**src/hw/rtl/dfa_pkg.sv**
```systemverilog
`timescale 1ns / 1ps

package dfa_pkg;

  // Default sizes of the automaton.
  localparam int unsigned NumStatesDef = 16;
  localparam int unsigned SlotsDef     = 8;

  // Fixed widths of the item fields.
  localparam int unsigned CmdW     = 3;
  localparam int unsigned StateW   = 4;
  localparam int unsigned SlotIdxW = 3;
  localparam int unsigned SymW     = 8;
  localparam int unsigned CntW     = 4;

  // Command codes carried by each input item.
  localparam logic [CmdW-1:0] CMD_SET_ACCEPT = 3'd0;
  localparam logic [CmdW-1:0] CMD_WRITE_SLOT = 3'd1;
  localparam logic [CmdW-1:0] CMD_SET_COUNT  = 3'd2;
  localparam logic [CmdW-1:0] CMD_RESTART    = 3'd3;
  localparam logic [CmdW-1:0] CMD_SYMBOL     = 3'd4;

  // Class codes of a class slot.
  localparam logic [SymW-1:0] CLASS_ANY   = 8'd0;
  localparam logic [SymW-1:0] CLASS_SPACE = 8'd1;
  localparam logic [SymW-1:0] CLASS_DIGIT = 8'd2;

  // Characters used by the classes.
  localparam logic [SymW-1:0] CHAR_TAB   = 8'h09;
  localparam logic [SymW-1:0] CHAR_LF    = 8'h0A;
  localparam logic [SymW-1:0] CHAR_CR    = 8'h0D;
  localparam logic [SymW-1:0] CHAR_SPACE = 8'h20;
  localparam logic [SymW-1:0] CHAR_ZERO  = 8'h30;
  localparam logic [SymW-1:0] CHAR_NINE  = 8'h39;

  // One transition slot as stored in the table memory.
  typedef struct packed {
    logic              kind;
    logic [SymW-1:0]   code;
    logic [StateW-1:0] target;
  } slot_entry_t;

  // Commands from the controller to the datapath.
  typedef struct packed {
    logic load;  // capture the item and read the current state's slot row
    logic exec;  // apply the item and load the result register
  } dfa_cmd_t;

endpackage

```
**src/hw/rtl/dfa_ctrl.sv**
```systemverilog
`timescale 1ns / 1ps

module dfa_ctrl (
  input  logic              clk_i,
  input  logic              rst_ni,
  input  logic              s_tvalid_i,
  output logic              s_tready_o,
  output logic              m_tvalid_o,
  input  logic              m_tready_i,
  output dfa_pkg::dfa_cmd_t ctl_o
);
  import dfa_pkg::*;

  typedef enum logic [1:0] {
    ST_IDLE = 2'b01,
    ST_EXEC = 2'b10
  } ctrl_state_e;

  ctrl_state_e state_q, state_d;
  logic        out_valid_q, out_valid_d;
  logic        in_accept;
  logic        out_free;

  assign in_accept = s_tvalid_i && s_tready_o;
  assign out_free  = !out_valid_q || m_tready_i;

  // Sequencing: take an item, then apply it once the result register is free.
  always_comb begin
    state_d    = state_q;
    s_tready_o = 1'b0;
    ctl_o      = '0;
    unique case (state_q)
      ST_IDLE: begin
        s_tready_o = 1'b1;
        if (s_tvalid_i) begin
          ctl_o.load = 1'b1;
          state_d    = ST_EXEC;
        end
      end
      ST_EXEC: begin
        if (out_free) begin
          ctl_o.exec = 1'b1;
          state_d    = ST_IDLE;
        end
      end
      default: begin
        state_d = ST_IDLE;
      end
    endcase
  end

  // The result stays valid until the downstream side takes it.
  always_comb begin
    out_valid_d = out_valid_q;
    if (ctl_o.exec) begin
      out_valid_d = 1'b1;
    end else if (m_tready_i) begin
      out_valid_d = 1'b0;
    end
  end

  always_ff @(posedge clk_i or negedge rst_ni) begin
    if (!rst_ni) begin
      state_q     <= ST_IDLE;
      out_valid_q <= 1'b0;
    end else begin
      state_q     <= state_d;
      out_valid_q <= out_valid_d;
    end
  end

  assign m_tvalid_o = out_valid_q;

  // Only one item is in flight at a time.
  a_one_in_flight: assert property (@(posedge clk_i) disable iff (!rst_ni)
    in_accept |=> !s_tready_o)
    else $error("dfa_ctrl: item accepted while another is in flight");

  // Applying an item always presents a result next cycle.
  a_exec_presents: assert property (@(posedge clk_i) disable iff (!rst_ni)
    ctl_o.exec |=> m_tvalid_o)
    else $error("dfa_ctrl: applied item did not present a result");

  // A pending result is never overwritten.
  a_no_overwrite: assert property (@(posedge clk_i) disable iff (!rst_ni)
    ctl_o.exec |-> (!m_tvalid_o || m_tready_i))
    else $error("dfa_ctrl: result register overwritten before it was taken");

endmodule

```
**src/hw/rtl/dfa_datapath.sv**
```systemverilog
`timescale 1ns / 1ps

module dfa_datapath #(
  parameter int unsigned NUM_STATES      = dfa_pkg::NumStatesDef,
  parameter int unsigned SLOTS_PER_STATE = dfa_pkg::SlotsDef
) (
  input  logic                          clk_i,
  input  logic                          rst_ni,
  input  dfa_pkg::dfa_cmd_t             ctl_i,
  input  logic [dfa_pkg::CmdW-1:0]      command_i,
  input  logic [dfa_pkg::StateW-1:0]    state_index_i,
  input  logic [dfa_pkg::SlotIdxW-1:0]  slot_index_i,
  input  logic                          entry_kind_i,
  input  logic [dfa_pkg::SymW-1:0]      symbol_i,
  input  logic [dfa_pkg::StateW-1:0]    target_state_i,
  input  logic                          accept_flag_i,
  input  logic [dfa_pkg::CntW-1:0]      slot_count_i,
  output logic [dfa_pkg::StateW-1:0]    current_index_o,
  output logic                          accepting_o,
  output logic                          matched_o
);
  import dfa_pkg::*;

  localparam int unsigned StIdxW  = $clog2(NUM_STATES);
  localparam int unsigned SlotW   = (SLOTS_PER_STATE > 1) ? $clog2(SLOTS_PER_STATE) : 1;
  localparam int unsigned CountW  = $clog2(SLOTS_PER_STATE + 1);

  // Captured item fields.
  logic [CmdW-1:0]     cmd_q;
  logic [StateW-1:0]   st_q;
  logic [SlotIdxW-1:0] slot_q;
  logic                kind_q;
  logic [SymW-1:0]     sym_q;
  logic [StateW-1:0]   trg_q;
  logic                acc_q;
  logic [CntW-1:0]     cnt_q;

  // Automaton state.
  logic [StateW-1:0]   cur_q, cur_d;
  logic                flags_q  [NUM_STATES];
  logic [CountW-1:0]   counts_q [NUM_STATES];

  // Transition table: one row of slots per state.
  slot_entry_t [SLOTS_PER_STATE-1:0] tbl_mem [NUM_STATES];
  slot_entry_t [SLOTS_PER_STATE-1:0] row_q;

  // Result register.
  logic                acc_out_q;
  logic                matched_q;

  logic                st_ok, slot_ok, trg_ok;
  logic [StIdxW-1:0]   st_idx, cur_idx, nxt_idx;
  logic [SlotW-1:0]    slot_idx;
  logic [CountW-1:0]   cnt_sat, cnt_cur;
  logic [SLOTS_PER_STATE-1:0] hit, first_hit;
  logic [StateW-1:0]   pick_trg;
  logic                any_hit;
  logic                acc_d;
  slot_entry_t         new_entry;

  function automatic logic slot_match(slot_entry_t e, logic [SymW-1:0] s);
    logic m;
    m = 1'b0;
    if (!e.kind) begin
      m = (s == e.code);
    end else begin
      unique case (e.code)
        CLASS_ANY:   m = 1'b1;
        CLASS_SPACE: m = (s == CHAR_SPACE) || (s == CHAR_TAB) ||
                         (s == CHAR_LF) || (s == CHAR_CR);
        CLASS_DIGIT: m = (s >= CHAR_ZERO) && (s <= CHAR_NINE);
        default:     m = 1'b0;
      endcase
    end
    return m;
  endfunction

  // Range checks and indexes for the load commands.
  assign st_ok    = 32'(st_q) < NUM_STATES;
  assign slot_ok  = 32'(slot_q) < SLOTS_PER_STATE;
  assign trg_ok   = 32'(trg_q) < NUM_STATES;
  assign st_idx   = StIdxW'(st_q);
  assign slot_idx = SlotW'(slot_q);
  assign cur_idx  = StIdxW'(cur_q);
  assign cnt_sat  = (32'(cnt_q) > SLOTS_PER_STATE) ? CountW'(SLOTS_PER_STATE)
                                                   : CountW'(cnt_q);
  assign new_entry = '{kind: kind_q, code: sym_q, target: trg_q};

  // Capture the item as it is accepted.
  always_ff @(posedge clk_i) begin
    if (ctl_i.load) begin
      cmd_q  <= command_i;
      st_q   <= state_index_i;
      slot_q <= slot_index_i;
      kind_q <= entry_kind_i;
      sym_q  <= symbol_i;
      trg_q  <= target_state_i;
      acc_q  <= accept_flag_i;
      cnt_q  <= slot_count_i;
    end
  end

  // Table memory: one slot written, one whole row read.
  always_ff @(posedge clk_i) begin
    if (ctl_i.exec && (cmd_q == CMD_WRITE_SLOT) && st_ok && slot_ok && trg_ok) begin
      tbl_mem[st_idx][slot_idx] <= new_entry;
    end
    if (ctl_i.load) begin
      row_q <= tbl_mem[cur_idx];
    end
  end

  // Compare every valid slot against the symbol, then keep the first hit.
  assign cnt_cur = counts_q[cur_idx];

  always_comb begin
    for (int i = 0; i < SLOTS_PER_STATE; i++) begin
      hit[i] = (i < int'(cnt_cur)) && slot_match(row_q[i], sym_q);
    end
  end

  assign first_hit = hit & (~hit + 1'b1);
  assign any_hit   = |hit;

  always_comb begin
    pick_trg = '0;
    for (int i = 0; i < SLOTS_PER_STATE; i++) begin
      pick_trg = pick_trg | (first_hit[i] ? row_q[i].target : '0);
    end
  end

  // Next state of the automaton.
  always_comb begin
    unique case (cmd_q)
      CMD_RESTART: cur_d = '0;
      CMD_SYMBOL:  cur_d = any_hit ? pick_trg : cur_q;
      default:     cur_d = cur_q;
    endcase
  end

  // Accepting flag of the new state, including a flag written by this item.
  assign nxt_idx = StIdxW'(cur_d);
  assign acc_d   = ((cmd_q == CMD_SET_ACCEPT) && st_ok && (st_q == cur_d)) ? acc_q
                                                                           : flags_q[nxt_idx];

  // State registers, flags and counts.
  always_ff @(posedge clk_i or negedge rst_ni) begin
    if (!rst_ni) begin
      cur_q <= '0;
      for (int i = 0; i < NUM_STATES; i++) begin
        flags_q[i]  <= 1'b0;
        counts_q[i] <= '0;
      end
    end else if (ctl_i.exec) begin
      cur_q <= cur_d;
      if ((cmd_q == CMD_SET_ACCEPT) && st_ok) begin
        flags_q[st_idx] <= acc_q;
      end
      if ((cmd_q == CMD_SET_COUNT) && st_ok) begin
        counts_q[st_idx] <= cnt_sat;
      end
    end
  end

  // Result register.
  always_ff @(posedge clk_i) begin
    if (ctl_i.exec) begin
      acc_out_q <= acc_d;
      matched_q <= (cmd_q == CMD_SYMBOL) && any_hit;
    end
  end

  assign current_index_o = cur_q;
  assign accepting_o     = acc_out_q;
  assign matched_o       = matched_q;

  // A restart always lands in state zero.
  a_restart_zero: assert property (@(posedge clk_i) disable iff (!rst_ni)
    (ctl_i.exec && (cmd_q == CMD_RESTART)) |=> (cur_q == '0))
    else $error("dfa_datapath: restart did not return to state zero");

  // The state only moves when an item is applied.
  a_state_holds: assert property (@(posedge clk_i) disable iff (!rst_ni)
    !ctl_i.exec |=> $stable(cur_q))
    else $error("dfa_datapath: state changed without an item");

  // Only symbol items can report a fired transition.
  a_match_symbol_only: assert property (@(posedge clk_i) disable iff (!rst_ni)
    (ctl_i.exec && (cmd_q != CMD_SYMBOL)) |=> !matched_o)
    else $error("dfa_datapath: match reported for a load command");

endmodule

```
**src/hw/rtl/programmable_dfa_matcher_core.sv**
```systemverilog
`timescale 1ns / 1ps

// Programmable table-driven automaton over 8-bit symbols. Each item is handled
// in an accept step and an apply step: when the item is accepted it is captured
// and the current state's whole row of transition slots is read from the table
// memory; in the apply step all slots are compared in parallel, the first hit
// picks the next state, load commands update the tables, and the result
// register is loaded. The apply step waits while an earlier result has not yet
// been taken, and no new item is accepted until the last one has been applied.
// A new item is accepted while a finished result still waits at the output.
// Accepting flags and slot counts reset to zero; the transition table has no
// reset and needs no clearing pass, so the block is ready right after reset.
module programmable_dfa_matcher_core #(
  parameter int unsigned NUM_STATES      = dfa_pkg::NumStatesDef,
  parameter int unsigned SLOTS_PER_STATE = dfa_pkg::SlotsDef
) (
  input  logic        clk_i,
  input  logic        rst_ni,
  input  logic        s_axis_tvalid_i,
  output logic        s_axis_tready_o,
  // state_index[3:0], slot_index[6:4], symbol[14:7], target_state[18:15],
  // accept_flag[19], slot_count[23:20]
  input  logic [23:0] s_axis_tdata_i,
  // command[2:0], entry_kind[3]
  input  logic [3:0]  s_axis_tuser_i,
  output logic        m_axis_tvalid_o,
  input  logic        m_axis_tready_i,
  // current_index[3:0], accepting[4], matched[5], zero[7:6]
  output logic [7:0]  m_axis_tdata_o
);
  import dfa_pkg::*;

  dfa_cmd_t          ctl;
  logic [StateW-1:0] current_index;
  logic              accepting;
  logic              matched;

  // Sequencing of items and the output handshake.
  dfa_ctrl u_ctrl (
    .clk_i      (clk_i),
    .rst_ni     (rst_ni),
    .s_tvalid_i (s_axis_tvalid_i),
    .s_tready_o (s_axis_tready_o),
    .m_tvalid_o (m_axis_tvalid_o),
    .m_tready_i (m_axis_tready_i),
    .ctl_o      (ctl)
  );

  // Tables, transition search and the result register.
  dfa_datapath #(
    .NUM_STATES      (NUM_STATES),
    .SLOTS_PER_STATE (SLOTS_PER_STATE)
  ) u_datapath (
    .clk_i           (clk_i),
    .rst_ni          (rst_ni),
    .ctl_i           (ctl),
    .command_i       (s_axis_tuser_i[2:0]),
    .state_index_i   (s_axis_tdata_i[3:0]),
    .slot_index_i    (s_axis_tdata_i[6:4]),
    .entry_kind_i    (s_axis_tuser_i[3]),
    .symbol_i        (s_axis_tdata_i[14:7]),
    .target_state_i  (s_axis_tdata_i[18:15]),
    .accept_flag_i   (s_axis_tdata_i[19]),
    .slot_count_i    (s_axis_tdata_i[23:20]),
    .current_index_o (current_index),
    .accepting_o     (accepting),
    .matched_o       (matched)
  );

  assign m_axis_tdata_o = {2'b00, matched, accepting, current_index};

endmodule

```
**config.mk**
```make
export PLATFORM = sky130hd
export DESIGN_NAME = programmable_dfa_matcher_core
export DESIGN_NICKNAME = d
export VERILOG_FILES = /design/src/hw/rtl/dfa_pkg.sv /design/src/hw/rtl/dfa_ctrl.sv /design/src/hw/rtl/dfa_datapath.sv /design/src/hw/rtl/programmable_dfa_matcher_core.sv
export SDC_FILE = /design/constraint.sdc
export NUM_CORES = 2
export LEC_CHECK = 0
export BUFFER_PORTS_ARGS = -buffer_cell sky130_fd_sc_hd__buf_2
export CELL_PAD_IN_SITES_DETAIL_PLACEMENT = 1
export CELL_PAD_IN_SITES_GLOBAL_PLACEMENT = 1
export CORE_UTILIZATION = 50
export CTS_CLUSTER_DIAMETER = 30
export DETAILED_ROUTE_END_ITERATION = 7
export PLACE_DENSITY = 0.73
export REMOVE_ABC_BUFFERS = 1
export SLEW_MARGIN = 0
export SYNTH_ARGS = -nofsm -noshare
export SYNTH_HDL_FRONTEND = slang
export SYNTH_SLANG_ARGS = --single-unit
export TNS_END_PERCENT = 50
```
**constraint.sdc**
```tcl
create_clock -name clk_i -period 6 [get_ports clk_i]
set_input_delay 0.3 -clock clk_i [delete_from_list [all_inputs] [get_ports clk_i]]
set_output_delay 0.3 -clock clk_i [all_outputs]
set_load 0.1 [all_outputs]
```
[Yosys cells after proc, flatten, opt, wreduce, memory -nomap -nowiden]
Memory sizes are Yosys's and may differ from the RTL's. A register that Yosys moved wholly into a read port is not among the register bits.
Cells that the tools add are included.
Word-level totals
  register bits: 117
  RAM bits: 1664
  input bits: 32
  output and inout port bits: 10
  word-level logic and storage cells: 200
  memories: 1
Memory list
  u_datapath.tbl_mem: words 16, width 104, read ports 1, clocked after Yosys merged registers in 1, write ports 1, line dfa_datapath.sv:44  | slot_entry_t [SLOTS_PER_STATE-1:0] tbl_mem [NUM_STATES];
Operators by class
  add/sub/neg operators: 1
  order comparisons: 17
  equal/unequal tests: 37
  multiplexer cells: 54
  bitwise operators: 12
  reductions and logical operators: 33
Operators by type and width (number)
  2-to-1 mux 104 bit: 1
  bitwise mux 64 bit: 1
  equality test 8 x 1 -> 1 bit, second input constant: 8
  equality test 8 x 2 -> 1 bit, second input constant: 8
  equality test 8 bit: 8
  logical NOT 8 bit: 8
  2-to-1 mux 4 bit: 13
  demux 13 bit (select 3 bit): 1
  bitwise OR 4 bit: 7
  equality test 8 x 4 -> 1 bit, second input constant: 3
  case mux 1 bit (3 select lines): 8
  2-to-1 mux 1 bit: 20
  binary-select mux 4 bit (select 4 bit): 1
  bitwise mux 16 bit: 1
  demux 4 bit (select 4 bit): 1
  less-than comparator 3 x 4 -> 1 bit, first input constant: 4
  greater-or-equal comparator 5 bit, second input constant: 3
  NOT 4 -> 5 bit: 3
  logical AND 1 bit: 14
  2-to-1 mux 13 bit: 1
  adder 8 x 1 -> 8 bit, second input constant: 1
  AND 8 bit: 1
  equality test 8 x 6 -> 1 bit, second input constant: 1
  greater-or-equal comparator 8 x 6 -> 1 bit, second input constant: 1
  other kinds (27): 36

[Depth between registers and ports, before layout]
  depth after elaboration: 25
  depth in mapped cells: 16
  gate-level depth less buffers: 13

[Cells and area by module]
A second synthesis with hierarchy kept.
Unflattened totals
  cells, all modules: 3228
  area, all modules: 72753.5 um^2
By module, submodules not included
  dfa_datapath: times used 1, cells each 3210, area each 72577.1 um^2, seq. area each 56093.8 um^2
  dfa_ctrl: times used 1, cells each 13, area each 142.6 um^2, seq. area each 76.3 um^2
  programmable_dfa_matcher_core: times used 1, cells each 5, area each 33.8 um^2, seq. area each 0.0 um^2

[Worst setup path after synthesis]
OpenSTA, ideal clock, no wires.
  kind: flip-flop to flip-flop
  from: reg u_ctrl.state_q[0]
  to: reg u_datapath.acc_q, enable pin
  setup time: 0.626 ns
  data arrival time: 6.084 ns
  data required time: 5.374 ns
  setup slack: -0.710 ns
  cell stages (with the launch flop): 3
  buffers on the path: 0
  period minus slack after synthesis: 6.710 ns
  cell sequence: dfstp_2 nand2_1 nor2_1
RTL lines
  start: declaration: line dfa_ctrl.sv:19  | ctrl_state_e state_q, state_d;
  start signal: assignment: line dfa_ctrl.sv:67  | state_q <= state_d;
  end signal: assignment: line dfa_datapath.sv:98  | acc_q <= accept_flag_i;
  end: declaration: line dfa_datapath.sv:35  | logic acc_q;

[Worst setup path in the final report]
  from: reg u_datapath.sym_q[5]
  to: reg u_datapath.acc_out_q, in the netlist u_datapath.accepting_o, data pin
Between the ends
  longest elaborated chain between the ends: 25
  elaborated cells between the ends (all ways): 70
  those cells by class: 1 x add/sub; 2 x order compare; 13 x eq/ne; 30 x mux; 10 x bitwise; 14 x reduce/logical
Ends and longest elaborated chain
  start: declaration: line dfa_datapath.sv:33  | logic [SymW-1:0] sym_q;
  start signal: assignment: line dfa_datapath.sv:96  | sym_q <= symbol_i;
  branches (longest 18 deep; another with greater-or-equal comparator 8 x 6 -> 1 bit)
  2-to-1 mux 4 bit (*): line dfa_datapath.sv:136  | CMD_SYMBOL: cur_d = any_hit ? pick_trg : cur_q;
  case mux 4 bit (2 select lines) (*): line dfa_datapath.sv:134  | unique case (cmd_q)
  NOT 4 -> 5 bit (implied by the code): line dfa_datapath.sv:144  | : flags_q[nxt_idx];
  binary-select mux 1 bit (select 4 bit): line dfa_datapath.sv:144
  2-to-1 mux 1 bit (implied by the code) (2 in a row): line dfa_datapath.sv:144
  2-to-1 mux 1 bit (*): line dfa_datapath.sv:143  | assign acc_d = ((cmd_q == CMD_SET_ACCEPT) && st_ok && (st_q == cur_d)) ? acc_q
  via u_datapath.acc_d: line dfa_datapath.sv:58  | logic acc_d;
  end signal: assignment: line dfa_datapath.sv:168  | acc_out_q <= acc_d;
  end: declaration: line dfa_datapath.sv:48  | logic acc_out_q;
Mark *: on every way through the listed nets, which the timed path passes. The select of a mux whose other input is x is not followed.
A chain may end at the register's enable or synchronous reset.

==> metrics.csv <==
stage;metric;value;unit
clock_tree;# resized after CTS;0;
global_route;global-route wire length before repair;302;mm
routing;vias;37780;
worst_hold_path;worst hold path class;in -> reg;
pwr;Clock Power Share;54.1;%
routing;Via density;6.47;
setup_path;Crit. Startpoint;u_datapath.sym_q[5]$_DFFE_PP_;
timing;fmax;0.182;GHz
routing;1st-iter DRT viols;4382;
run_status;failing checks;DRC;
routing;Pre-Repair DR Iteration Count;8;
global_route;pin count of the biggest net entering global routing;138;
setup_path;FF-to-FF path depth;14;
final_layout;FILL cells;11567;
final_layout;commonest non-fill, non-tap cell in the layout;edfxtp_1;
setup_path;Startpoint Class;flip-flop;
pwr;Leak;0.0284;µW
synthesis;Post-synth EDFFs;1798;
timing;crit path time final;5.50;ns
global_route;GRT overflow;0;
clock_tree;H-tree Lvls;5;
clock_tree;total CTS buffers;381;
setup_path;CP Class;reg -> reg;
global_route;vias in the first global route;40607;
clock_tree;CTS root buf;clkbuf_16;
die;DIE AREA;0.147;mm²
pwr;Switching Share;23.7;%
synthesis;Seq/Total Area, Yosys;77.2;%
synthesis;Netlist cell types;79;
clock_tree;maximum root-to-sink buffer count;4;
synthesis;syn avg cell area;22.6;µm²
final_layout;sequential cell area;0.0562;mm²
placement;dpl ws;0.945;ns
clock_tree;clk slew on worst S/H paths;0.06;ns
placement;Final GP Congestion;0.901;
final_layout;footprint of the multi-input gates;0.0161;mm²
die;core area;0.144;mm²
final_layout;final non-filler cell total;5842;
placement;Placed Area;0.0759;mm²
job;Max Cap Viol;0;
synthesis;Async SR Flop Fraction;4.62;%
setup_path;CP Capture Type;flip-flop;
die;row cnt;139;
synthesis;Mapped Cells;3217;
global_route;initial antenna violation count;4;
pwr;combinational share of power;7.2;%
timing;Setup Skew;0.0860;ns
clock_tree;hold buffer count at cts;31;
setup_path;RR Endpoint;u_datapath.accepting_o$_DFFE_PP_;
run_status;outcome;complete, but fails checks;
final_layout;layout cells sized above 1;36.9;%
die;Die W;383;µm
routing;drt total wl;211;mm
placement;PortBufs;39;
timing;Slew @ Worst Pin;1.33;ns
synthesis;Ys Warns;0;
routing;drc violations;14;
final_layout;fin area;0.0889;mm²
final_layout;final net count;3667;
pwr;peak supply drop;315;µV
placement;dpl cells;5124;
timing;count of pins over their slew limit;0;
placement;DP HPWL;110;mm
clock_tree;post-CTS setup buffer count;0;
die;Starting Density;50.5;%
clock_tree;CTS tree;built;
pwr;PwrDens;438;mW/mm²
routing;DR WL/cell;36.1;µm
setup_path;R2R Path Start;u_datapath.sym_q[5]$_DFFE_PP_;
die;Die Span Y;383;µm
setup_path;peak fanout along the critical path;35;
pwr;Int Power;29700;µW
timing;fin worst setup slack;0.495;ns
die;I/O Pins;42;
routing;number of routed nets with antenna violations;0;
clock_tree;Sink Count;1885;
pwr;Psw;9220;µW
pwr;Reg power frac;38.7;%
timing;Hold Vio Cnt, Final;0;
setup_path;Worst EP required;6.68;ns
synthesis;register bit total from synthesis;1885;
clock_tree;Worst-Skew Late Latency;0.93;ns
setup_path;Arr. time, crit path;6.19;ns
setup_path;CP endpoint;u_datapath.accepting_o$_DFFE_PP_;
timing;Finish-stage setup viols;0;
timing;unrepaired setup endpoints after global routing;no;
final_layout;area delta synth->final;22.2;%
synthesis;Top FF cell, synth;edfxtp_1;
setup_path;Worst R2R Setup Slack;0.50;ns
final_layout;leading cell types in the layout, fill and taps excluded;1798 x edfxtp_1, 536 x mux4_2, 387 x clkbuf_16, 126 x nand2_1, 115 x buf_4;
synthesis;synthesized area;0.0727;mm²
global_route;GRT Total Usage;29.2;%
timing;Slew HR;11.0;%
timing;fin crit share;91.7;%
-- layer usage --
layer  global-route usage, %  routed length, µm  up-vias
met2                    48.5             107000     2385
met3                    5.71              17300      469
met4                    11.0               7270        2
met5                       0                 13        -
met1                    38.4              79400    20401
li1                        -                  -    14523
-- kinds of logic (layout without fill, tap and decap cells) --
family	Yosys count	after routing	synth area share, %
XOR/XNOR	67	67	0.807
flip-flops	1885	1885	77.2
buffers and inverters	164	881	0.927
AND/OR/NAND/NOR	402	402	2.57
other	1	6	0.00516
AO/OA/AOI/OAI	112	112	1.13
multiplexers	586	586	17.3
-- power groups by stage --
stage / clock network (µW) / logic [µW] / registers, µW
final: 21000 / 2810 / 15100
after floorplan: 0 / 2580 / 15600
after detailed placement: 0 / 2690 / 15300
after global placement: 0 / 2600 / 15300
after global routing: 21600 / 2910 / 15100
after CTS: 21200 / 2800 / 15100
-- sequential cells by signal, summed over array words and instances, names as in the netlist, 2 cells and up --
name and count:
u_datapath.tbl_mem 1664, u_datapath.row_q 104, u_datapath.counts_q 64, u_datapath.flags_q 16, u_datapath.sym_q 8, u_datapath.cnt_q 4, u_datapath.current_index_o 4, u_datapath.st_idx 4
u_datapath.trg_q 4, u_datapath.cmd_q 3, u_datapath.slot_idx 3, u_ctrl.state_q 2
-- worst min-delay path by stage --
stage                     slack [ns]                           startpoint                                  end  depth (start not counted)
after global routing            0.08                    s_axis_tuser_i[3]          u_datapath.kind_q$_DFFE_PP_                          2
final                            0.1                    s_axis_tuser_i[3]          u_datapath.kind_q$_DFFE_PP_                          2
after floorplan                0.004                               rst_ni        u_ctrl.m_tvalid_o$_DFFE_PN0P_                          0
after detailed placement        0.48   u_datapath.counts_q[1]$_DFFE_PN0P_   u_datapath.counts_q[1]$_DFFE_PN0P_                          2
after CTS                       0.06                    s_axis_tuser_i[1]        u_datapath.cmd_q[1]$_DFFE_PP_                          2
after global placement          0.46  u_datapath.counts_q[52]$_DFFE_PN0P_  u_datapath.counts_q[52]$_DFFE_PN0P_                          2
-- worst max-delay path: stages (launching register included) --
cell,delay [ns]
edfxtp_1,0.63
buf_4,0.36
nor3b_2,0.23
o211ai_2,0.37
nand2_1,0.21
a211oi_2,0.62
nand3_1,0.36
o31ai_4,0.46
a21oi_2,0.18
o22ai_2,0.66
mux2i_1,0.42
mux2i_1,0.18
mux2i_1,0.20
mux2i_1,0.10
mux2_2,0.27
-- final cells by class --
cell class | instances | share of cell area (%)
Antenna cell | 4 | 0.0113
Clock buffer | 426 | 11.1
Clock inverter | 257 | 3.17
Inverter | 8 | 0.0338
Multi-Input combinational cell | 1169 | 18.1
Sequential cell | 1885 | 63.2
Tap cell | 1903 | 2.68
Timing Repair Buffer | 190 | 1.67
-- through the flow --
step | utilization, % | power (µW) | hold WS (ns) | TNS, ns
5_1_grt | 61.7 | 39600 | 0.0843 | 0
6_report | 61.7 | 38900 | 0.0993 | 0
3_3_place_gp | 52.7 | 17900 | 0.457 | 0
3_5_place_dp | 52.7 | 18000 | 0.476 | 0
2_1_floorplan | - | 18200 | 0.00441 | -1477.74
4_1_cts | 61.7 | 39000 | 0.0564 | 0
-- cell usage after synthesis, drive strengths merged, types with 3 or more instances --
| cell type | number | area share, % |
|---|---|---|
| mux2 | 33 | 0.51 |
| edfxtp | 1798 | 74 |
| and2 | 3 | 0.029 |
| a21oi | 10 | 0.089 |
| dfrtp | 86 | 3.0 |
| o311a | 3 | 0.057 |
| a211oi | 9 | 0.11 |
| nor3 | 22 | 0.18 |
| mux2i | 17 | 0.23 |
| inv | 8 | 0.041 |
| a211o | 4 | 0.048 |
| nor4b | 9 | 0.12 |
| xor2 | 9 | 0.11 |
| a22oi | 6 | 0.076 |
| nand2 | 126 | 0.65 |
| o21ai | 52 | 0.36 |
| buf | 68 | 0.43 |
| nand4 | 12 | 0.11 |
| nand2b | 10 | 0.086 |
| nand3 | 27 | 0.22 |
| xnor2 | 58 | 0.70 |
| or4 | 3 | 0.031 |
| mux4 | 536 | 17 |
| nor4 | 11 | 0.10 |
| nor2 | 158 | 0.83 |
| a32oi | 3 | 0.046 |
| clkbuf | 88 | 0.45 |
| nor2b | 12 | 0.10 |
| nor3b | 3 | 0.038 |
Note: power is estimated with default switching activity, not from simulation.
